[src/hdl/i2cm_pkg.sv]
`default_nettype none
// ----------------------------------------------------------------------------
// i2cm_pkg
// Shared constants and codes of the byte-level I2C master sequencer.
// ----------------------------------------------------------------------------
package i2cm_pkg;

  localparam int BUF_DEPTH = 32;
  localparam int AW        = $clog2(BUF_DEPTH);
  localparam int CW        = $clog2(BUF_DEPTH + 1);

  localparam logic [7:0] ADDR_WR_MASK = 8'hFE;
  localparam logic [7:0] ADDR_RD_BIT  = 8'h01;

  typedef enum logic [1:0] {
    ACT_LOAD    = 2'd0,
    ACT_START_W = 2'd1,
    ACT_START_R = 2'd2,
    ACT_EVENT   = 2'd3
  } action_t;

  typedef enum logic [2:0] {
    CMD_NONE    = 3'd0,
    CMD_START   = 3'd1,
    CMD_RESTART = 3'd2,
    CMD_STOP    = 3'd3,
    CMD_WRITE   = 3'd4,
    CMD_RCEN    = 3'd5,
    CMD_ACK     = 3'd6,
    CMD_NACK    = 3'd7
  } cmd_t;

  typedef enum logic [2:0] {
    NT_NONE      = 3'd0,
    NT_ACCEPTED  = 3'd1,
    NT_BUSY      = 3'd2,
    NT_SEND_DONE = 3'd3,
    NT_SEND_FAIL = 3'd4,
    NT_READ_DONE = 3'd5,
    NT_READ_FAIL = 3'd6
  } notice_t;

  typedef enum logic [9:0] {
    PH_IDLE       = 10'b00_0000_0001,
    PH_SEND_START = 10'b00_0000_0010,
    PH_SEND       = 10'b00_0000_0100,
    PH_READ_START = 10'b00_0000_1000,
    PH_ADDR_ACK   = 10'b00_0001_0000,
    PH_CMD_ACK    = 10'b00_0010_0000,
    PH_RESTARTED  = 10'b00_0100_0000,
    PH_RADDR_ACK  = 10'b00_1000_0000,
    PH_RECV       = 10'b01_0000_0000,
    PH_RECV_ACK   = 10'b10_0000_0000
  } phase_t;

  typedef enum logic [3:0] {
    C_IDLE = 4'b0001,
    C_EXEC = 4'b0010,
    C_BRD  = 4'b0100,
    C_BOUT = 4'b1000
  } ctl_t;

endpackage
`default_nettype wire

[src/hdl/i2c_master_transaction_sequencer.sv]
`default_nettype none
// ----------------------------------------------------------------------------
// i2c_master_transaction_sequencer
// Byte-level I2C master: write runs and register reads, at most one bus command per
// event, received bytes delivered as a run after a completed read.
// ----------------------------------------------------------------------------
// Timing: the accept cycle drives the transmit store read and registers the item;
//   the execute state registers the result once the output register is free.
// Items are taken only while idle; a read completion run then delivers each
//   received byte through the receive store's registered read port, before any new item.
// Reset: rst_n synchronous, clears phase, counts, pointers, target address
//   and handshake state; the byte stores are not cleared.
// ----------------------------------------------------------------------------
module i2c_master_transaction_sequencer
  import i2cm_pkg::*;
(
  input  wire logic       clk,
  input  wire logic       rst_n,
  input  wire logic       cfg_valid,
  output logic            cfg_ready,
  input  wire logic [7:0] cfg_data,
  input  wire logic       in_valid,
  output logic            in_ready,
  input  wire logic [1:0] in_action,
  input  wire logic [4:0] in_byte_index,
  input  wire logic [7:0] in_data_byte,
  input  wire logic [5:0] in_xfer_length,
  input  wire logic       in_bus_busy,
  input  wire logic       in_ack_status,
  input  wire logic       in_byte_ready,
  input  wire logic [7:0] in_rx_byte,
  output logic            out_valid,
  input  wire logic       out_ready,
  output logic [2:0]      out_bus_command,
  output logic [7:0]      out_tx_byte,
  output logic [2:0]      out_notice,
  output logic [7:0]      out_read_data,
  output logic            out_data_valid,
  output logic            out_last
);

  ctl_t          ctl_r, ctl_nxt;
  phase_t        phase_r, phase_nxt;
  logic [7:0]    target_r;
  logic [CW-1:0] tx_count_r, tx_count_nxt;
  logic [CW-1:0] tx_ptr_r, tx_ptr_nxt;
  logic [CW-1:0] rx_count_r, rx_count_nxt;
  logic [CW-1:0] rx_ptr_r, rx_ptr_nxt;
  logic [CW-1:0] k_r, k_nxt;
  logic          out_valid_r, out_valid_nxt;

  action_t       act_r;
  logic [4:0]    idx_r;
  logic [7:0]    dbyte_r;
  logic [5:0]    len_r;
  logic          busy_r, nack_r, rdy_r;
  logic [7:0]    rxb_r;

  logic [2:0]    cmd_r;
  logic [7:0]    txb_r;
  logic [2:0]    nt_r;
  logic [7:0]    rd_r;
  logic          dv_r, last_r;

  logic          tx_we, rx_we;
  logic [AW-1:0] tx_wa, tx_ra, rx_wa, rx_ra;
  logic [7:0]    tx_wd, tx_rd, rx_rd;

  logic          out_free, accept, exec_fire, bout_fire, burst_last;
  logic          has_res, burst_go;
  cmd_t          r_cmd;
  logic [7:0]    r_txb;
  notice_t       r_nt;
  logic [7:0]    wr_addr, rd_addr;
  logic [CW-1:0] sat_len;

  assign cfg_ready = 1'b1;
  assign in_ready  = (ctl_r == C_IDLE);
  assign accept    = in_valid && in_ready;
  assign out_free  = !out_valid_r || out_ready;
  assign wr_addr   = target_r & ADDR_WR_MASK;
  assign rd_addr   = target_r | ADDR_RD_BIT;
  assign sat_len   = (32'(len_r) > BUF_DEPTH) ? CW'(BUF_DEPTH) : CW'(len_r);

  assign tx_ra = (phase_r == PH_ADDR_ACK) ? '0 : tx_ptr_r[AW-1:0];
  assign rx_ra = k_r[AW-1:0];

  i2cm_ram #(.DEPTH(BUF_DEPTH), .WIDTH(8)) u_tx_ram (
    .clk   (clk),
    .we    (tx_we),
    .waddr (tx_wa),
    .wdata (tx_wd),
    .raddr (tx_ra),
    .rdata (tx_rd)
  );

  i2cm_ram #(.DEPTH(BUF_DEPTH), .WIDTH(8)) u_rx_ram (
    .clk   (clk),
    .we    (rx_we),
    .waddr (rx_wa),
    .wdata (rxb_r),
    .raddr (rx_ra),
    .rdata (rx_rd)
  );

  // item execution
  always_comb begin
    has_res      = 1'b0;
    burst_go     = 1'b0;
    r_cmd        = CMD_NONE;
    r_txb        = '0;
    r_nt         = NT_NONE;
    phase_nxt    = phase_r;
    tx_count_nxt = tx_count_r;
    tx_ptr_nxt   = tx_ptr_r;
    rx_count_nxt = rx_count_r;
    rx_ptr_nxt   = rx_ptr_r;
    tx_we        = 1'b0;
    tx_wa        = idx_r[AW-1:0];
    tx_wd        = dbyte_r;
    rx_we        = 1'b0;
    rx_wa        = rx_ptr_r[AW-1:0];
    unique case (act_r) inside
      ACT_LOAD: begin
        tx_we = (32'(idx_r) < BUF_DEPTH);
      end
      ACT_START_W, ACT_START_R: begin
        has_res = 1'b1;
        if (busy_r || phase_r != PH_IDLE) begin
          r_nt = NT_BUSY;
        end else begin
          r_cmd = CMD_START;
          r_nt  = NT_ACCEPTED;
          tx_ptr_nxt = '0;
          if (act_r == ACT_START_W) begin
            tx_count_nxt = sat_len;
            phase_nxt    = PH_SEND_START;
          end else begin
            rx_count_nxt = sat_len;
            rx_ptr_nxt   = '0;
            tx_count_nxt = CW'(1);
            tx_we        = 1'b1;
            tx_wa        = '0;
            phase_nxt    = PH_READ_START;
          end
        end
      end
      default: begin
        unique case (phase_r) inside
          PH_SEND_START: begin
            has_res   = 1'b1;
            phase_nxt = PH_SEND;
            r_cmd     = CMD_WRITE;
            r_txb     = wr_addr;
          end
          PH_SEND: begin
            has_res = 1'b1;
            if (nack_r) begin
              phase_nxt = PH_IDLE;
              r_cmd     = CMD_STOP;
              r_nt      = NT_SEND_FAIL;
            end else if (tx_ptr_r < tx_count_r) begin
              r_cmd      = CMD_WRITE;
              r_txb      = tx_rd;
              tx_ptr_nxt = tx_ptr_r + CW'(1);
            end else begin
              phase_nxt    = PH_IDLE;
              tx_count_nxt = '0;
              r_cmd        = CMD_STOP;
              r_nt         = NT_SEND_DONE;
            end
          end
          PH_READ_START: begin
            has_res   = 1'b1;
            phase_nxt = PH_ADDR_ACK;
            r_cmd     = CMD_WRITE;
            r_txb     = wr_addr;
          end
          PH_ADDR_ACK, PH_CMD_ACK, PH_RADDR_ACK: begin
            has_res = 1'b1;
            if (nack_r) begin
              phase_nxt = PH_IDLE;
              r_cmd     = CMD_STOP;
              r_nt      = NT_READ_FAIL;
            end else if (phase_r == PH_ADDR_ACK) begin
              phase_nxt    = PH_CMD_ACK;
              tx_count_nxt = '0;
              r_cmd        = CMD_WRITE;
              r_txb        = tx_rd;
            end else if (phase_r == PH_CMD_ACK) begin
              phase_nxt = PH_RESTARTED;
              r_cmd     = CMD_RESTART;
            end else begin
              phase_nxt = PH_RECV;
              r_cmd     = CMD_RCEN;
            end
          end
          PH_RESTARTED: begin
            has_res   = 1'b1;
            phase_nxt = PH_RADDR_ACK;
            r_cmd     = CMD_WRITE;
            r_txb     = rd_addr;
          end
          PH_RECV: begin
            if (rdy_r) begin
              has_res   = 1'b1;
              rx_we     = (32'(rx_ptr_r) < BUF_DEPTH);
              phase_nxt = PH_RECV_ACK;
              if ((CW + 1)'(rx_ptr_r) + (CW + 1)'(1) < (CW + 1)'(rx_count_r)) begin
                rx_ptr_nxt = rx_ptr_r + CW'(1);
                r_cmd      = CMD_ACK;
              end else begin
                rx_ptr_nxt = rx_count_r;
                r_cmd      = CMD_NACK;
              end
            end
          end
          PH_RECV_ACK: begin
            if (rx_ptr_r < rx_count_r) begin
              has_res   = 1'b1;
              phase_nxt = PH_RECV;
              r_cmd     = CMD_RCEN;
            end else begin
              phase_nxt = PH_IDLE;
              if (rx_count_r == '0) begin
                has_res = 1'b1;
                r_cmd   = CMD_STOP;
                r_nt    = NT_READ_DONE;
              end else begin
                burst_go = 1'b1;
              end
            end
          end
          default: begin
          end
        endcase
      end
    endcase
    exec_fire = (ctl_r == C_EXEC) && (!has_res || out_free);
    tx_we     = tx_we && exec_fire;
    rx_we     = rx_we && exec_fire;
  end

  assign bout_fire  = (ctl_r == C_BOUT) && out_free;
  assign burst_last = (k_r + CW'(1) == rx_count_r);

  always_comb begin
    ctl_nxt       = ctl_r;
    k_nxt         = k_r;
    out_valid_nxt = out_valid_r && !out_ready;
    unique case (ctl_r)
      C_IDLE: begin
        if (accept) begin
          ctl_nxt = C_EXEC;
        end
      end
      C_EXEC: begin
        if (exec_fire) begin
          if (has_res) begin
            out_valid_nxt = 1'b1;
          end
          if (burst_go) begin
            k_nxt   = '0;
            ctl_nxt = C_BRD;
          end else begin
            ctl_nxt = C_IDLE;
          end
        end
      end
      C_BRD: begin
        ctl_nxt = C_BOUT;
      end
      C_BOUT: begin
        if (bout_fire) begin
          out_valid_nxt = 1'b1;
          if (burst_last) begin
            ctl_nxt = C_IDLE;
          end else begin
            k_nxt   = k_r + CW'(1);
            ctl_nxt = C_BRD;
          end
        end
      end
      default: begin
        ctl_nxt = C_IDLE;
      end
    endcase
  end

  always_ff @(posedge clk) begin
    if (!rst_n) begin
      ctl_r       <= C_IDLE;
      phase_r     <= PH_IDLE;
      target_r    <= '0;
      tx_count_r  <= '0;
      tx_ptr_r    <= '0;
      rx_count_r  <= '0;
      rx_ptr_r    <= '0;
      k_r         <= '0;
      out_valid_r <= 1'b0;
    end else begin
      ctl_r       <= ctl_nxt;
      k_r         <= k_nxt;
      out_valid_r <= out_valid_nxt;
      if (cfg_valid && cfg_ready) begin
        target_r <= cfg_data;
      end
      if (exec_fire) begin
        phase_r    <= phase_nxt;
        tx_count_r <= tx_count_nxt;
        tx_ptr_r   <= tx_ptr_nxt;
        rx_count_r <= rx_count_nxt;
        rx_ptr_r   <= rx_ptr_nxt;
      end
    end
  end

  always_ff @(posedge clk) begin
    if (accept) begin
      act_r   <= action_t'(in_action);
      idx_r   <= in_byte_index;
      dbyte_r <= in_data_byte;
      len_r   <= in_xfer_length;
      busy_r  <= in_bus_busy;
      nack_r  <= in_ack_status;
      rdy_r   <= in_byte_ready;
      rxb_r   <= in_rx_byte;
    end
    if (exec_fire && has_res) begin
      cmd_r  <= r_cmd;
      txb_r  <= r_txb;
      nt_r   <= r_nt;
      rd_r   <= '0;
      dv_r   <= 1'b0;
      last_r <= 1'b1;
    end else if (bout_fire) begin
      cmd_r  <= (k_r == '0) ? CMD_STOP : CMD_NONE;
      txb_r  <= '0;
      nt_r   <= (k_r == '0) ? NT_READ_DONE : NT_NONE;
      rd_r   <= rx_rd;
      dv_r   <= 1'b1;
      last_r <= burst_last;
    end
  end

  assign out_valid       = out_valid_r;
  assign out_bus_command = cmd_r;
  assign out_tx_byte     = txb_r;
  assign out_notice      = nt_r;
  assign out_read_data   = rd_r;
  assign out_data_valid  = dv_r;
  assign out_last        = last_r;

endmodule
`default_nettype wire

[src/hdl/i2cm_ram.sv]
`default_nettype none
// ----------------------------------------------------------------------------
// i2cm_ram
// Simple dual-port RAM, one write port, one registered read port.
// ----------------------------------------------------------------------------
module i2cm_ram #(
  parameter int DEPTH = 32,
  parameter int WIDTH = 8
) (
  input  wire logic                     clk,
  input  wire logic                     we,
  input  wire logic [$clog2(DEPTH)-1:0] waddr,
  input  wire logic [WIDTH-1:0]         wdata,
  input  wire logic [$clog2(DEPTH)-1:0] raddr,
  output logic      [WIDTH-1:0]         rdata
);

  logic [WIDTH-1:0] mem [DEPTH];

  always_ff @(posedge clk) begin
    if (we) begin
      mem[waddr] <= wdata;
    end
    rdata <= mem[raddr];
  end

endmodule
`default_nettype wire

[config.mk]
export PLATFORM = sky130hd
export DESIGN_NAME = i2c_master_transaction_sequencer
export DESIGN_NICKNAME = d
export VERILOG_FILES = /design/src/hdl/i2cm_pkg.sv /design/src/hdl/i2c_master_transaction_sequencer.sv /design/src/hdl/i2cm_ram.sv
export SDC_FILE = /design/constraint.sdc
export NUM_CORES = 1
export LEC_CHECK = 0
export BUFFER_PORTS_ARGS = -buffer_cell sky130_fd_sc_hd__buf_4
export CORE_MARGIN = 8
export CORE_UTILIZATION = 50
export CTS_BUF_LIST = sky130_fd_sc_hd__clkbuf_16
export DETAILED_ROUTE_END_ITERATION = 8
export GPL_TIMING_DRIVEN = 0
export HOLD_SLACK_MARGIN = 0.12
export PLACE_DENSITY = 0.72
export SYNTH_ARGS = -nofsm -noshare
export SYNTH_HDL_FRONTEND = slang
export SYNTH_HIERARCHICAL = 1
export SYNTH_SLANG_ARGS = --single-unit
[constraint.sdc]
create_clock -name clk -period 4.1 [get_ports clk]
set_clock_uncertainty 0.05 [all_clocks]
set_input_delay 0.205 -clock clk [delete_from_list [all_inputs] [get_ports clk]]
set_output_delay 0.205 -clock clk [all_outputs]
set_load 0.01 [all_outputs]
# ---- Word level (Yosys, flattened, before mapping)
# Memories as Yosys holds them, arrays and structs flattened. A register that Yosys moved wholly into a read port is not among the register bits.
# Index checks and enable logic that the tools add are counted.
dict set report word_totals {
  mem_bits_rw 512
  wordCells 208
  ff_bits 109
  mem_count 2
  in_bits 45
}
# memory depth width read_ports rd_ports_with_merged_regs write_ports line
set memory_table {}
lappend memory_table {u_rx_ram.mem 32 8 1 1 1 i2cm_ram.sv:18} ;# logic [WIDTH-1:0] mem [DEPTH];
lappend memory_table {u_tx_ram.mem 32 8 1 1 1 i2cm_ram.sv:18}
dict set report classes {
  eq_ne 31
  add_sub_neg 4
  bitwise 3
  n_reduce_logical 37
  order_cmp 5
  muxes 103
}
# cell count
set op_table {}
lappend op_table {{6-bit 2-to-1 mux} 20}
lappend op_table {{10-bit case mux with 7 select lines} 1}
lappend op_table {{6-bit case mux with 2 select lines} 5}
lappend op_table {{8-bit 2-to-1 mux} 7}
lappend op_table {{3-bit 2-to-1 mux} 18}
lappend op_table {{10-bit 2-to-1 mux} 4}
lappend op_table {{9-bit 2-to-1 mux} 4}
lappend op_table {{8-bit case mux with 4 select lines} 1}
lappend op_table {{1-bit 2-to-1 mux} 21}
lappend op_table {{5-bit 2-to-1 mux} 4}
lappend op_table {{10-bit case mux with 2 select lines} 1}
lappend op_table {{6-bit by 1-bit adder with 6-bit output (second input constant)} 3}
lappend op_table {{6-bit AND reduction} 3}
lappend op_table {{4-bit 2-to-1 mux} 4}
lappend op_table {{4-bit case mux with 4 select lines} 1}
lappend op_table {{3-bit case mux with 5 select lines} 1}
lappend op_table {{6-bit logical NOT} 2}
lappend op_table {{6-bit < comparator} 2}
lappend op_table {{2-bit inequality test (second input constant)} 6}
lappend op_table {{3-bit case mux with 2 select lines} 2}
lappend op_table {{2-bit nonzero test} 6}
lappend op_table {{10-bit equality test (second input constant)} 1}
lappend op_table {{10-bit by 2-bit equality test with 1-bit output (second input constant)} 1}
lappend op_table {{10-bit by 3-bit equality test with 1-bit output (second input constant)} 1}
lappend op_table {{40 further kinds} 64}

# ---- Longest topological paths before layout
# Gate-level depths: netlist of run 1.
dict set report logic_depth {
  depth_word 11
  depth_mapped 12
  ltp_nobuf 12
}

# ---- By module
# The synthesis of run 1 kept the hierarchy.
# mod n_inst seq_area_each_um2 area_each_um2 cells_each
set modules_own_cells {}
lappend modules_own_cells {i2cm_ram 2 7847.5 10053.4 417}
lappend modules_own_cells {i2c_master_transaction_sequencer 1 2622.5 5531.6 568}

# ---- Worst setup path before layout of run 1
# Ideal clock, no wire load.
dict set report synth_timing {
  kind {reg-to-reg}
  startpoint {register phase_r[4]}
  endpoint {register cmd_r[0], in the netlist out_bus_command[0] (enable)}
  slack_ps 154
  arrival_ps 3475
  path_stages_with_launch 10
  path_buffers 2
  t_required_ps 3629
  cell_sequence {dfxtp_1 -> clkbuf_1 -> or4_1 -> nor4_1 -> o211a_1 -> buf_4 -> o31ai_1 -> nand3_1 -> a21oi_1 -> nor4_1}
}
dict set report synth_between {
  elab_chain_len 9
}
# item line
set synth_lines {}
lappend synth_lines {{from (decl)} i2c_master_transaction_sequencer.sv:43} ;# phase_t phase_r, phase_nxt;
lappend synth_lines {{from (signal assigned)} i2c_master_transaction_sequencer.sv:309} ;# phase_r <= phase_nxt;
lappend synth_lines {{10-bit by 2-bit equality test with 1-bit output (no source line) (tied with other cells)} -}
lappend synth_lines {{7-bit OR reduction (no source line)} -}
lappend synth_lines {{1-bit case mux with 3 select lines (*)} i2c_master_transaction_sequencer.sv:149} ;# unique case (phase_r) inside
lappend synth_lines {{1-bit case mux with 2 select lines (*)} i2c_master_transaction_sequencer.sv:123} ;# unique case (act_r) inside
lappend synth_lines {{1-bit logical NOT} i2c_master_transaction_sequencer.sv:239} ;# exec_fire = (ctl_r == C_EXEC) && (!has_res || out_free);
lappend synth_lines {{1-bit logical OR} i2c_master_transaction_sequencer.sv:239}
lappend synth_lines {{1-bit logical AND} i2c_master_transaction_sequencer.sv:239}
lappend synth_lines {{1-bit logical AND (*)} i2c_master_transaction_sequencer.sv:329} ;# if (exec_fire && has_res) begin
lappend synth_lines {{2-bit nonzero test (no source line) (*)} -}
lappend synth_lines {{to (signal assigned)} i2c_master_transaction_sequencer.sv:330} ;# cmd_r <= r_cmd;
lappend synth_lines {{to (signal assigned)} i2c_master_transaction_sequencer.sv:337} ;# cmd_r <= (k_r == '0) ? CMD_STOP : CMD_NONE;
lappend synth_lines {{to (decl)} i2c_master_transaction_sequencer.sv:59} ;# logic [2:0] cmd_r;
# Every way passes the cells marked *; elsewhere a longest branch is shown, timed or not.
# A chain may end at the register's enable or synchronous reset.

# ---- Worst setup path after layout of run 1
dict set report layout_timing {
  startpoint {register phase_r[4]}
  endpoint {memory u_rx_ram.mem[20][3] (enable)}
}
dict set report layout_between {
  elab_chain_len 10
}
# item line
set layout_lines {}
lappend layout_lines {{10-bit by 2-bit equality test with 1-bit output (no source line) (tied with other cells)} -}
lappend layout_lines {{7-bit OR reduction (no source line)} -}
lappend layout_lines {{1-bit case mux with 3 select lines} i2c_master_transaction_sequencer.sv:149}
lappend layout_lines {{1-bit case mux with 2 select lines} i2c_master_transaction_sequencer.sv:123}
lappend layout_lines {{1-bit logical NOT} i2c_master_transaction_sequencer.sv:239}
lappend layout_lines {{1-bit logical OR} i2c_master_transaction_sequencer.sv:239}
lappend layout_lines {{1-bit logical AND} i2c_master_transaction_sequencer.sv:239}
lappend layout_lines {{1-bit logical AND (*)} i2c_master_transaction_sequencer.sv:241} ;# rx_we = rx_we && exec_fire;
lappend layout_lines {{via rx_we} i2c_master_transaction_sequencer.sv:65} ;# logic tx_we, rx_we;
lappend layout_lines {{1-bit 2-to-1 mux (*)} i2cm_ram.sv:21} ;# if (we) begin
lappend layout_lines {{1-bit 2-to-1 mux (implied by the code) (*)} i2cm_ram.sv:22} ;# mem[waddr] <= wdata;
lappend layout_lines {{to (decl)} i2cm_ram.sv:18}
# The timed path passes the listed nets; every way through them passes the cells marked *.

==> results.txt, run 1 <==
Counting every instance in the synthesized netlist gives about 1400. The clock tree synthesis step divided the H-tree into 3 levels. The iteration-0 DRC count of the detailed router came out at 1276. The share of total power dissipated in sequential elements is 0.547. The port buffer count is 68. For this configuration, the core starts out at a cell density of 0.503. The worst setup path is launched from a flip-flop. Entering global routing, the biggest net connects 33 pins. TritonCTS built the clock tree. The clock passes through at most 3 buffers. In this run the core area contains between 80 and 90 standard-cell rows. The setup path with the least slack is of type reg -> reg. The highest fanout seen on the critical path came out at 10.

The overall via count from detail_route came out at ~14000. The final-report hold violation count is 0. TritonCTS created between 60 and 70 clock buffers.

The relative area change from synthesis to final layout came out at 16.7%. The leakage power total came out at roughly 9.6 nW. The global route total overflow came out at 0. Yosys attributes the largest share of cell area to sky130_fd_sc_hd__edfxtp_1, sky130_fd_sc_hd__mux4_2, sky130_fd_sc_hd__dfxtp_1. Hold timing on the final database bottoms out at a slack of around 0.18 ns. The start point of the critical path is phase_r[4]$_SDFFE_PN0P_. Setup slack on the worst reg-to-reg path comes out at about 0.062 ns. The number of top-level pins came out at between 70 and 80.

The origin of the worst min-delay path is cfg_valid. Clock tree synthesis selected as its root buffer the cell sky130_fd_sc_hd__clkbuf_16. The final routed wire length divided by cell count is roughly 24 um.

The most common flop cell mapped by yosys is sky130_fd_sc_hd__edfxtp_1. The average cell area after synthesis came out at roughly 18 um2. For this design, the sink count on the clock tree is ~640. At the worst endpoint, the required time is about 4.3 ns.

The share of cells above drive strength 1 is 0.283. The distinct cell type count after synthesis is between 60 and 70. The type of the tightest min-delay check is in -> reg. The signal arrival time at the worst endpoint came out at around 4.2 ns. The antenna diode count came out at 0. The overall power consumption came out at 13.2 mW.

The final net count came out at 1662. The sum of routed wire length over all layers is 54700 um. The initial antenna violation count came to 0.

The later-pin clock latency in the skew report is approximately 0.60 ns. The startpoint identified for the worst register-to-register timing path is phase_r[4]$_SDFFE_PN0P_. In this run, synthesis inferred between 500 and 600 flip-flops with an integrated enable.

Among all cell types in the netlist, the one instantiated most often is sky130_fd_sc_hd__edfxtp_1. For the pin with the worst max-slew slack, the measured transition is between 1 and 1.5 ns. The number of global-route vias before repair is roughly 14000. The number of failing setup endpoints in the final timing report came out at 0.

The achievable clock frequency is about 0.25 GHz. The clock input transition at the sequential cells of the worst setup and hold paths came out at approximately 0.06 ns. The final weighted congestion of routability-driven global placement came out at around 0.9. The net switching component of the power is about 2.7 mW.

The clock period could shrink to 4.04 ns. In the synthesized netlist the async set-or-reset flop fraction comes to 0. Of the total power, combinational logic draws 0.022. The period utilization came out at 0.985. The floorplan step set the die width to roughly 240 um. The full die area is roughly 59000 um2. The first global-routing pass estimated around 84000 um of wire.

The number of max-slew violations in the final report was 0. The final core utilization is 0.587. The worst hold path depth is 3.

In the routed layout, each cell is associated on average with a via count of between 5 and 6. The worst max-slew margin expressed relative to the limit came out at 0.222. The detail route stage leaves a number of antenna-violating nets equal to 0. The overall fraction of global-route tracks in use came out at 0.186. The biggest area consumer among synthesized cells is sky130_fd_sc_hd__edfxtp_1. Setup repair after global routing could not meet its margin everywhere.

The top cell type's share of synthesized area is 0.654. The worst-case reg-to-reg path depth is 11. The wire-length estimate of the detail-placed layout is about 36000 um.

The y dimension of the die is 242 um. The net count after synthesis came out at approximately 1500. The count of synthesis-stage warnings from yosys came out at 6. The run finished with clean final reports. IR analysis of the VDD net gives a maximum drop of ~0.29 mV. The worst setup margin came out at between 0.06 and 0.07 ns. For hold timing, the worst endpoint is target_r[4]$_SDFFE_PN0P_. The share of the yosys chip area belonging to registers is 0.714. The worst slack at placement is -1.12 ns. Of the total power, the clock network draws 0.430. Ranked by instance count, the synthesized netlist is headed by sky130_fd_sc_hd__edfxtp_1, sky130_fd_sc_hd__mux4_2, sky130_fd_sc_hd__nor2_1. The internal power component is around 11 mW. The power density over the cells is about 440 nW/um2. For this run, the detailed router's first-pass iteration total came to 5. The critical path endpoint category is a flip-flop. The post-synthesis cell area is about 26000 um2.

After detailed routing, the number of remaining DRC violations is 0. The total of max-cap violations is 0. Of the total power, the share spent switching nets is 0.204. Setup total negative slack on the finished layout was measured at 0 ns. The synthesized design contains approximately 640 register bits. The endpoint of the lowest-slack register-to-register path is u_rx_ram/mem[20][3]$_DFFE_PP_. The area of the core is approximately 50000 um2.
[worst max-delay path by stage]
stage                     slack [ns]  depth (start not counted)                            end
final                           0.06                         11  u_rx_ram/mem[20][3]$_DFFE_PP_
after global placement         -1.07                         11   u_tx_ram/mem[0][1]$_DFFE_PP_
after global routing           -0.13                         11  u_rx_ram/mem[20][3]$_DFFE_PP_
after floorplan                 0.15                          9   out_bus_command[0]$_DFFE_PP_
after detailed placement       -1.12                         11   u_tx_ram/mem[0][1]$_DFFE_PP_
after CTS                      -0.30                         11  u_rx_ram/mem[12][7]$_DFFE_PP_
[metal layers]
layer	share of wire	track usage
met1	0.41	0.251
met5	0	0
met3	0.064	0.0323
met4	0.024	0.0578
met2	0.50	0.306
[stage by stage]
stage / instances / instance area (um2)
global placement: 2150 / 27000
finish: 2325 / 29900
global route: 2325 / 29900
CTS: 2318 / 29700
floorplan: 1402 / 25600
detailed placement: 2152 / 27000
[critical path: stages (launching register included)]
cell	delay [ns]
sky130_fd_sc_hd__dfxtp_1	0.30
sky130_fd_sc_hd__clkbuf_1	0.27
sky130_fd_sc_hd__or4_1	0.26
sky130_fd_sc_hd__nor4_2	0.10
sky130_fd_sc_hd__o211a_1	0.13
sky130_fd_sc_hd__buf_4	0.19
sky130_fd_sc_hd__o31ai_1	0.41
sky130_fd_sc_hd__a31o_2	0.32
sky130_fd_sc_hd__nand2_1	0.16
sky130_fd_sc_hd__nor2_2	0.34
sky130_fd_sc_hd__or3b_2	0.71
sky130_fd_sc_hd__nor2_2	0.46
[logic make-up (layout without fill, tap and decap cells)]
logic type,after synthesis,in the layout,share of synthesized area
DFF,636,636,0.714
and+or+nand+nor,322,322,0.0638
muxes,202,202,0.158
AOI/OAI and AO/OA,112,112,0.0297
buffers and inverters,86,329,0.0160
adders and majority gates,24,24,0.0117
xor gates and xnor gates,19,19,0.00649
other,1,1,0.000146
[state kept, by name (all words and copies together), names as in the netlist, 5 cells and up]
| name | cells |
|---|---|
| dbyte_r | 8 |
| phase_r | 10 |
| u_tx_ram/mem | 256 |
| k_r | 6 |
| idx_r | 5 |
| tx_ptr_r | 6 |
| u_rx_ram/rdata | 8 |
| len_r | 6 |
| rx_ptr_r | 6 |
| rx_count_r | 6 |
| out_tx_byte | 8 |
| u_rx_ram/mem | 256 |
| u_tx_ram/rdata | 8 |
| rxb_r | 8 |
| tx_count_r | 6 |
| out_read_data | 8 |
| target_r | 7 |
[final cells by class]
type,instances,area [um2]
Clock buffer,68,1700
Clock inverter,52,374
Timing Repair Buffer,126,1090
Tap cell,680,851
Sequential cell,636,18300
Inverter,21,78.8
Buffer,62,334
Multi-Input combinational cell,680,7180
Fill cell,3711,21100
[placed cells by master, fill, tap and decap left out, types with 8 or more instances in the layout]
| cell type | count |
|---|---|
| sky130_fd_sc_hd__edfxtp_1 | 558 |
| sky130_fd_sc_hd__mux4_2 | 160 |
| sky130_fd_sc_hd__buf_4 | 91 |
| sky130_fd_sc_hd__dfxtp_1 | 77 |
| sky130_fd_sc_hd__clkbuf_16 | 68 |
| sky130_fd_sc_hd__nand2_1 | 64 |
| sky130_fd_sc_hd__nor2_1 | 50 |
| sky130_fd_sc_hd__dlygate4sd3_1 | 48 |
| sky130_fd_sc_hd__nor2b_1 | 35 |
| sky130_fd_sc_hd__nand3_1 | 33 |
| sky130_fd_sc_hd__inv_1 | 32 |
| sky130_fd_sc_hd__nor2_2 | 32 |
| sky130_fd_sc_hd__o21ai_0 | 29 |
| sky130_fd_sc_hd__mux2i_1 | 25 |
| sky130_fd_sc_hd__clkbuf_1 | 24 |
| sky130_fd_sc_hd__ha_1 | 24 |
| sky130_fd_sc_hd__nor2_4 | 20 |
| sky130_fd_sc_hd__mux2_2 | 17 |
| sky130_fd_sc_hd__a21oi_1 | 16 |
| sky130_fd_sc_hd__nand3b_1 | 15 |
| sky130_fd_sc_hd__xnor2_1 | 12 |
| sky130_fd_sc_hd__clkinv_1 | 12 |
| sky130_fd_sc_hd__clkinv_2 | 12 |
| sky130_fd_sc_hd__o31ai_1 | 10 |
| sky130_fd_sc_hd__and3_1 | 9 |
| sky130_fd_sc_hd__nand2b_1 | 9 |
| sky130_fd_sc_hd__buf_2 | 8 |
| sky130_fd_sc_hd__o211ai_1 | 8 |
| sky130_fd_sc_hd__a31oi_1 | 8 |
| sky130_fd_sc_hd__a22oi_1 | 8 |
| sky130_fd_sc_hd__buf_1 | 8 |
[power groups by stage]
stage | Sequential [mW] | Combinational, mW | Clock, mW
floorplan | 7.32 | 0.132 | 0
global placement | 7.38 | 0.228 | 0
detailed placement | 7.39 | 0.238 | 0
CTS | 7.25 | 0.288 | 5.82
global route | 7.26 | 0.317 | 6.08
finish | 7.25 | 0.295 | 5.70
[what timing repair did]
item | CTS | global route
buffers inserted | 0 | 8
hold buffers | 48 | 0
pin swaps | 0 | 2
endpoints found under the setup margin | 328 | 528
gates resized for setup | 49 | 41
endpoints found under the hold margin | 52 | 0
No activity file was read; power rests on OpenSTA's default activity.
==> run 2, diff against run 1 <==
Settings changed: MAX_ROUTING_LAYER from default to met4.
==> results.txt, run 2 (synthesis gave the netlist of run 1 again) <==
The critical setup path kind is reg -> reg. The transition time at the pin with the least slew margin is 1.18 ns (+0.0107 ns). The power density over the cells came out at 443 nW/um2 (+0.11%). The leakage power total is 9.56 nW (-0.12%). The worst setup margin is 0.0162 ns (-0.0462 ns). The critical path goes through buf_6 -> or4_4 -> or3_4 -> nor3_1 -> nand2_2 -> and2_1 -> buf_6 -> buf_4 -> mux4_2 -> mux4_2 -> mux2_2. The critical-path cell with the highest stage delay is sky130_fd_sc_hd__or4_4. The period utilization is 0.996 (+0.0113). The total of max-cap violations is 0 (unchanged).

The worst max-slew margin expressed relative to the limit came out at 0.215 (-0.00715). The count of H-tree levels built during CTS came out at 3 (unchanged). The kind of cell with the highest combined delay along the critical path is simple AND/OR/NAND/NOR gates. The overall via count from detail_route is 13600 (-0.26%). The first-pass GRT wire length came out at 83600 um (about the same). CTS placed an instance of sky130_fd_sc_hd__clkbuf_16 at the clock tree root.

The final-report hold violation count is 0 (unchanged). The clock input transition at the sequential cells of the worst setup and hold paths came out at 0.06 ns (about the same). The initial core utilization came to 0.503 (unchanged).

The worst hold path belongs to the class in -> reg. The number of failing setup endpoints in the final timing report is 0 (unchanged). The final net count is 1662 (unchanged). The global route total overflow is 0 (unchanged). The cell area reported after detailed placement came out at 27000 um2 (unchanged).

The largest registers in the layout are u_rx_ram/mem x256, u_tx_ram/mem x256, phase_r x10. The sum of net half-perimeters after detailed placement is 35700 um (unchanged). The later-pin clock latency in the skew report was 0.60 ns (about the same). The most common library cell in the layout ignoring fill and taps is sky130_fd_sc_hd__edfxtp_1. The detailed-router iteration count before antenna repair came to 6 (+1). The mean number of vias per cell is 5.84 (-0.26%).

The non-filler instance count after layout is 2325 (unchanged). The run finished with clean final reports. The path with the worst hold slack has its endpoint at target_r[4]$_SDFFE_PN0P_. The internal reg-to-reg setup slack is 0.02 ns (-0.05 ns).

The worst hold path depth came out at 3 (unchanged). The width of the chip is 242 um (unchanged). The worst register-to-register path ends at u_tx_ram/rdata[3]$_DFF_P_. TritonCTS built the clock tree. The initial antenna violation count is 0 (unchanged).

The signal arrival time at the worst endpoint is 4.51 ns (+0.29 ns). Leaving out fill and tap cells, the most frequent cells in the layout are sky130_fd_sc_hd__edfxtp_1, sky130_fd_sc_hd__mux4_2, sky130_fd_sc_hd__buf_4. The overall fraction of global-route tracks in use came to 0.191 (+0.00541).

The area of the core came out at 51000 um2 (unchanged). The number of max-slew violations in the final report is 0 (unchanged). The placed instance count came out at 2152 (unchanged). The number of sinks driven by the clock tree is 636 (unchanged). The highest fanout seen on the critical path was 10 (unchanged). The final weighted congestion of routability-driven global placement is 0.914 (+1.7%). The sum of routed wire length over all layers came out at 54700 um (about the same). The worst vdd rail ir drop came out at 0.285 mV (about the same). The number of top-level pins came out at 72 (unchanged).

The number of placement rows came out at 83 (unchanged). The pin count of the biggest net entering global routing is 33 (unchanged). In this run the most critical hold path is launched from cfg_valid. The total buffers and inverters traversed by the critical path came out at 3 (+1). The total CTS buffers is 66 (unchanged).

The final period demand of the worst path is 4.08 ns (+0.0462 ns). The worst-case reg-to-reg path depth came out at 11 (unchanged). The iteration-0 DRC count of the detailed router is 1251 (-2.0%).

The number of global-route vias before repair is 13600 (-0.059%). The category of the worst setup path launch point is a flip-flop. The startpoint identified for the worst register-to-register timing path is phase_r[3]$_SDFFE_PN0P_. The port buffer count is 68 (unchanged). The antenna diode count came out at 0 (unchanged). The final-layout worst hold slack is 0.171 ns (-0.00379 ns).

The final routed wire length divided by cell count came to 23.5 um (about the same). The largest stage delay on the critical path came out at 0.53 ns (-0.18 ns). The critical path endpoint category is a flip-flop. The y dimension of the die came out at 242 um (unchanged). The full die area was 58800 um2 (unchanged). The overall power consumption came out at 13.2 mW (about the same). The final core utilization is 0.587 (about the same). The total stage count of the critical path came out at 11 (unchanged).

The maximum clock path buffer count came out at 3 (unchanged). The number of nets still failing antenna checks after routing came out at 0 (unchanged). The worst slack at placement is -1.12 ns (unchanged). The achievable clock frequency was 0.245 GHz (-1.1%). The setup TNS was 0 ns (unchanged). The endpoint required time on the critical path is 4.53 ns (+0.25 ns). The post-route cell area is 29900 um2 (about the same). The share of cells above drive strength 1 came to 0.282 (-0.000608). The total DRC errors in the routed layout is 0 (unchanged). The relative area change from synthesis to final layout was 16.7% (about the same).

Setup repair after global routing could not meet its margin everywhere.
-- run 2: worst max-delay path by stage --
| stage | from | endpoint | slack, ns |
|---|---|---|---|
| floorplan | phase_r[4]$_SDFFE_PN0P_ | out_bus_command[0]$_DFFE_PP_ | 0.15 |
| global placement | phase_r[4]$_SDFFE_PN0P_ | u_tx_ram/mem[0][1]$_DFFE_PP_ | -1.07 |
| detailed placement | phase_r[4]$_SDFFE_PN0P_ | u_tx_ram/mem[0][1]$_DFFE_PP_ | -1.12 |
| CTS | rx_ptr_r[2]$_SDFFE_PN0P_ | u_rx_ram/mem[12][7]$_DFFE_PP_ | -0.30 |
| global route | phase_r[4]$_SDFFE_PN0P_ | u_rx_ram/mem[20][3]$_DFFE_PP_ | -0.13 |
| finish | phase_r[3]$_SDFFE_PN0P_ | u_tx_ram/rdata[3]$_DFF_P_ | 0.02 |
-- run 2: worst reg2reg max path, delay by kind of cell, from the launching register on --
| kind | cells | cell delay [ns] |
|---|---|---|
| simple gates | 5 | 1.76 |
| mux | 3 | 1.33 |
| buf+inv | 3 | 0.52 |
| flops | 1 | 0.31 |
-- run 2: metal layers --
metal / track usage / share of wire / up-vias
met5: - / 0 / -
met4: 0.0552 / 0.024 / 0
li1: - / - / 6020
met2: 0.306 / 0.50 / 440
met1: 0.252 / 0.42 / 7017
met3: 0.0326 / 0.059 / 97
-- run 2: area by class of cell --
cell class                 instances  area [um2]
fill                            3712       21100
sequential                       636       18300
multi-input combinational        680        7180
clock buffer                      68        1700
timing repair buffer             126        1080
tap                              680         851
clock inverter                    52         374
buffer                            62         334
inverter                          21        78.8
-- run 2: what timing repair did --
action	in CTS	in global routing
pin swaps	0	2
hold endpoints to repair	52	0
endpoints found under the setup margin	328	528
resized for setup	49	40
buffers inserted	0	8
hold buffers	48	0
-- run 2: power breakdown --
part | leakage (nW) | total (mW) | internal [mW] | switching [mW]
registers | 5.69 | 7.25 | 7.12 | 0.128
logic | 2.79 | 0.295 | 0.131 | 0.164
clock network | 1.07 | 5.70 | 3.28 | 2.42
total | 9.56 | 13.2 | 10.5 | 2.71
==> run 3, diff against run 2 <==
Settings changed: CORE_MARGIN 8 to 4, GPL_TIMING_DRIVEN 0 to default.
==> results.txt, run 3 (synthesis gave the netlist of run 1 again) <==
The type of the tightest min-delay check is in -> reg. The full die area is 55000 um2 (-6.5%). The flow ran to the end, and the final reports show no timing, DRC or antenna violations. The port buffer count is 69 (+1.5%).

The number of placement rows came to 82 (-1.2%). The clock network power share was 0.414 (-0.017). The count of H-tree levels built during CTS came out at 2 (-1). Among all stages on the critical path, the largest delay is contributed by sky130_fd_sc_hd__or4_4. The iteration-0 DRC count of the detailed router came out at 1231 (-1.6%).

The number of top-level pins was 72 (unchanged). The family of cells with the greatest summed delay on the critical path is simple AND/OR/NAND/NOR gates. The sum of routed wire length over all layers came out at 53200 um (-2.7%). The register share of total power is 0.564 (+0.017). The internal reg-to-reg setup slack came out at 0.19 ns (+0.17 ns). The antenna diode count is 0 (unchanged). The overall fraction of global-route tracks in use came out at 0.202 (+0.0111).

The width of the chip is 234 um (-3.3%). The worst hold path depth is 2 (-1). The share of cells above drive strength 1 came out at 0.271 (-0.0114).

The achievable clock frequency was 0.256 GHz (+4.4%). The total of max-cap violations came out at 0 (unchanged). The endpoint required time on the critical path is 4.55 ns (+0.02 ns).

The part of the total power dissipated in combinational logic came to 0.022 (about the same). The signal arrival time at the worst endpoint is 4.37 ns (-0.14 ns). The y dimension of the die is 234 um (-3.3%). The period utilization came out at 0.954 (-0.0417). The internal power component is 10.2 mW (-2.7%). The number of max-slew violations in the final report came out at 0 (unchanged). The largest registers in the layout are u_rx_ram/mem x256, u_tx_ram/mem x256, phase_r x10.

Setup repair after global routing could not meet its margin everywhere. The largest stage delay on the critical path came out at 0.57 ns (+0.04 ns). The post-route cell area was 29800 um2 (-0.46%). For hold timing, the worst endpoint is rdy_r$_DFFE_PP_. The power density over the cells is 432 nW/um2 (-2.5%). The fraction of power spent switching nets is 0.203 (-0.00153).

The overall via count from detail_route came out at 13600 (-0.11%). The overall power consumption is 12.9 mW (-2.9%). The cell area reported after detailed placement came out at 27300 um2 (+0.88%).

The clock input transition at the sequential cells of the worst setup and hold paths came out at 0.06 ns (about the same). The total CTS buffers came out at 61 (-7.6%). The number of nets still failing antenna checks after routing was 0 (unchanged). The final weighted congestion of routability-driven global placement is 0.888 (-2.9%). The leakage power total was 9.69 nW (+1.3%). STA classifies the critical path startpoint as a flip-flop. The origin of the critical flop-to-flop path is phase_r[3]$_SDFFE_PN0P_. The worst-case reg-to-reg path depth is 9 (-2). The global route total overflow is 0 (unchanged).

The initial antenna violation count came out at 0 (unchanged). The critical path in this run is classified as reg -> reg. The worst register-to-register path ends at u_tx_ram/rdata[7]$_DFF_P_. The initial core utilization came out at 0.509 (+0.00613). The sum of net half-perimeters after detailed placement came to 33500 um (-6.3%). The most common library cell in the layout ignoring fill and taps is sky130_fd_sc_hd__edfxtp_1. The number of sinks driven by the clock tree was 636 (unchanged).

The cell that appears most often on the critical path is sky130_fd_sc_hd__mux4_2. The total DRC errors in the routed layout was 0 (unchanged). The final-layout worst hold slack is 0.246 ns (+0.0748 ns).

The area of the core came to 50400 um2 (-1.2%). The highest fanout seen on the critical path came out at 25 (+15). The detailed-router iteration count before antenna repair is 5 (-1). The net switching component of the power is 2.61 mW (-3.7%).

The first-pass GRT wire length came out at 81800 um (-2.2%). The later-pin clock latency in the skew report came out at 0.62 ns (+0.02 ns). The mean number of vias per cell is 5.84 (+0.10%).

The final-report hold violation count came out at 0 (unchanged). The worst vdd rail ir drop is 0.320 mV (+12%). The number of post-CTS setup repair buffers is 0 (unchanged). The pin count of the biggest net entering global routing came to 65 (+97%).

TritonCTS built the clock tree. The final routed wire length divided by cell count was 22.9 um (-2.5%). Traced cell by cell, the critical path runs through or4_4 -> or3_4 -> nor3_1 -> nand2_1 -> and2_4 -> buf_12 -> mux4_2 -> mux4_2 -> mux2_2. The startpoint identified for the worst hold timing path is in_byte_ready. The final core utilization is 0.591 (+0.00445). The worst setup path is captured at a flip-flop. The final net count came to 1668 (+0.36%). The worst max-slew margin expressed relative to the limit is 0.219 (+0.00399). The library cells used most frequently in the layout, excluding fill and tap cells, are sky130_fd_sc_hd__edfxtp_1, sky130_fd_sc_hd__mux4_2, sky130_fd_sc_hd__buf_4. The number of failing setup endpoints in the final timing report is 0 (unchanged). The final period demand of the worst path came out at 3.91 ns (-0.171 ns). The relative area change from synthesis to final layout came out at 16.1%. The transition time at the pin with the least slew margin was 1.17 ns (-0.00599 ns). The maximum clock path buffer count is 3 (unchanged). The cell sitting at the root of the clock tree is a sky130_fd_sc_hd__clkbuf_16. The number of global-route vias before repair is 13700 (+0.26%). The total buffers and inverters traversed by the critical path came out at 1 (-2).
## run 3: cell count changes in the layout (fill, tap and decap cells not counted), moves of 6 or more
cell and delta:
sky130_fd_sc_hd__nor2_2 -23, sky130_fd_sc_hd__nor2_4 -20, sky130_fd_sc_hd__clkinv_2 +6, sky130_fd_sc_hd__buf_4 +45
sky130_fd_sc_hd__buf_1 -8, sky130_fd_sc_hd__nor2_1 +43, sky130_fd_sc_hd__clkbuf_1 -24, sky130_fd_sc_hd__clkbuf_16 -6
sky130_fd_sc_hd__buf_2 -8, sky130_fd_sc_hd__dlygate4sd3_1 +10
## run 3: how the worst max path moves through the flow
stage	from	end	slack, ns	cells past startpoint
after floorplan	phase_r[4]$_SDFFE_PN0P_	out_bus_command[0]$_DFFE_PP_	0.15	9
after global placement	phase_r[3]$_SDFFE_PN0P_	u_tx_ram/rdata[6]$_DFF_P_	0.28	9
after detailed placement	phase_r[3]$_SDFFE_PN0P_	u_tx_ram/rdata[7]$_DFF_P_	0.21	9
after CTS	phase_r[3]$_SDFFE_PN0P_	u_tx_ram/rdata[7]$_DFF_P_	0.19	9
after global routing	rx_count_r[2]$_SDFFE_PN0P_	u_tx_ram/mem[18][0]$_DFFE_PP_	-0.06	12
final	phase_r[3]$_SDFFE_PN0P_	u_tx_ram/rdata[7]$_DFF_P_	0.19	9
## run 3: stage by stage
step	setup TNS, ns	instances	worst slack, ns
after floorplan	0	1402	0.154
after global placement	0	2150	0.283
after detailed placement	0	2150	0.214
after CTS	0	2320	0.187
after global routing	-2.02	2320	-0.0581
final	0	2320	0.187
## run 3: layer usage
layer  global-route usage  vias to the layer above  part of all wire
li1                     -                     6012                 -
met2                0.323                      481              0.50
met3               0.0296                       82             0.060
met1                0.279                     6984              0.42
met5                    -                        -                 0
met4               0.0526                        0             0.022
## run 3: worst register-to-register path, cell delays in order, from the launching register on
cell and delay [ns]:
sky130_fd_sc_hd__dfxtp_1 0.39, sky130_fd_sc_hd__or4_4 0.57, sky130_fd_sc_hd__or3_4 0.36, sky130_fd_sc_hd__nor3_1 0.23, sky130_fd_sc_hd__nand2_1 0.26, sky130_fd_sc_hd__and2_4 0.36
sky130_fd_sc_hd__buf_12 0.25, sky130_fd_sc_hd__mux4_2 0.50, sky130_fd_sc_hd__mux4_2 0.54, sky130_fd_sc_hd__mux2_2 0.29
## run 3: layout make-up
cell class              count  area (um2)
clock buffers              62        1550
clock inverters            50         350
fillers                  3613       20600
inverters                  21        78.8
multi-input cells         680        6950
flip-flops and latches    636       18300
well taps                 672         841
repair buffers            199        1690
## run 3: power by group through the flow
stage	Sequential [mW]	Clock, mW	Combinational, mW
floorplan	7.32	0	0.132
CTS	7.26	5.44	0.278
detailed placement	7.40	0	0.230
global placement	7.38	0	0.225
global route	7.27	5.73	0.305
finish	7.25	5.33	0.281
## run 3: timing repair
| action | 4_1_cts | 5_1_grt |
|---|---|---|
| gates resized for setup | 0 | 9 |
| hold buffers | 58 | 0 |
| hold endpoints to repair | 77 | 0 |
| setup endpoints to repair | 0 | 72 |
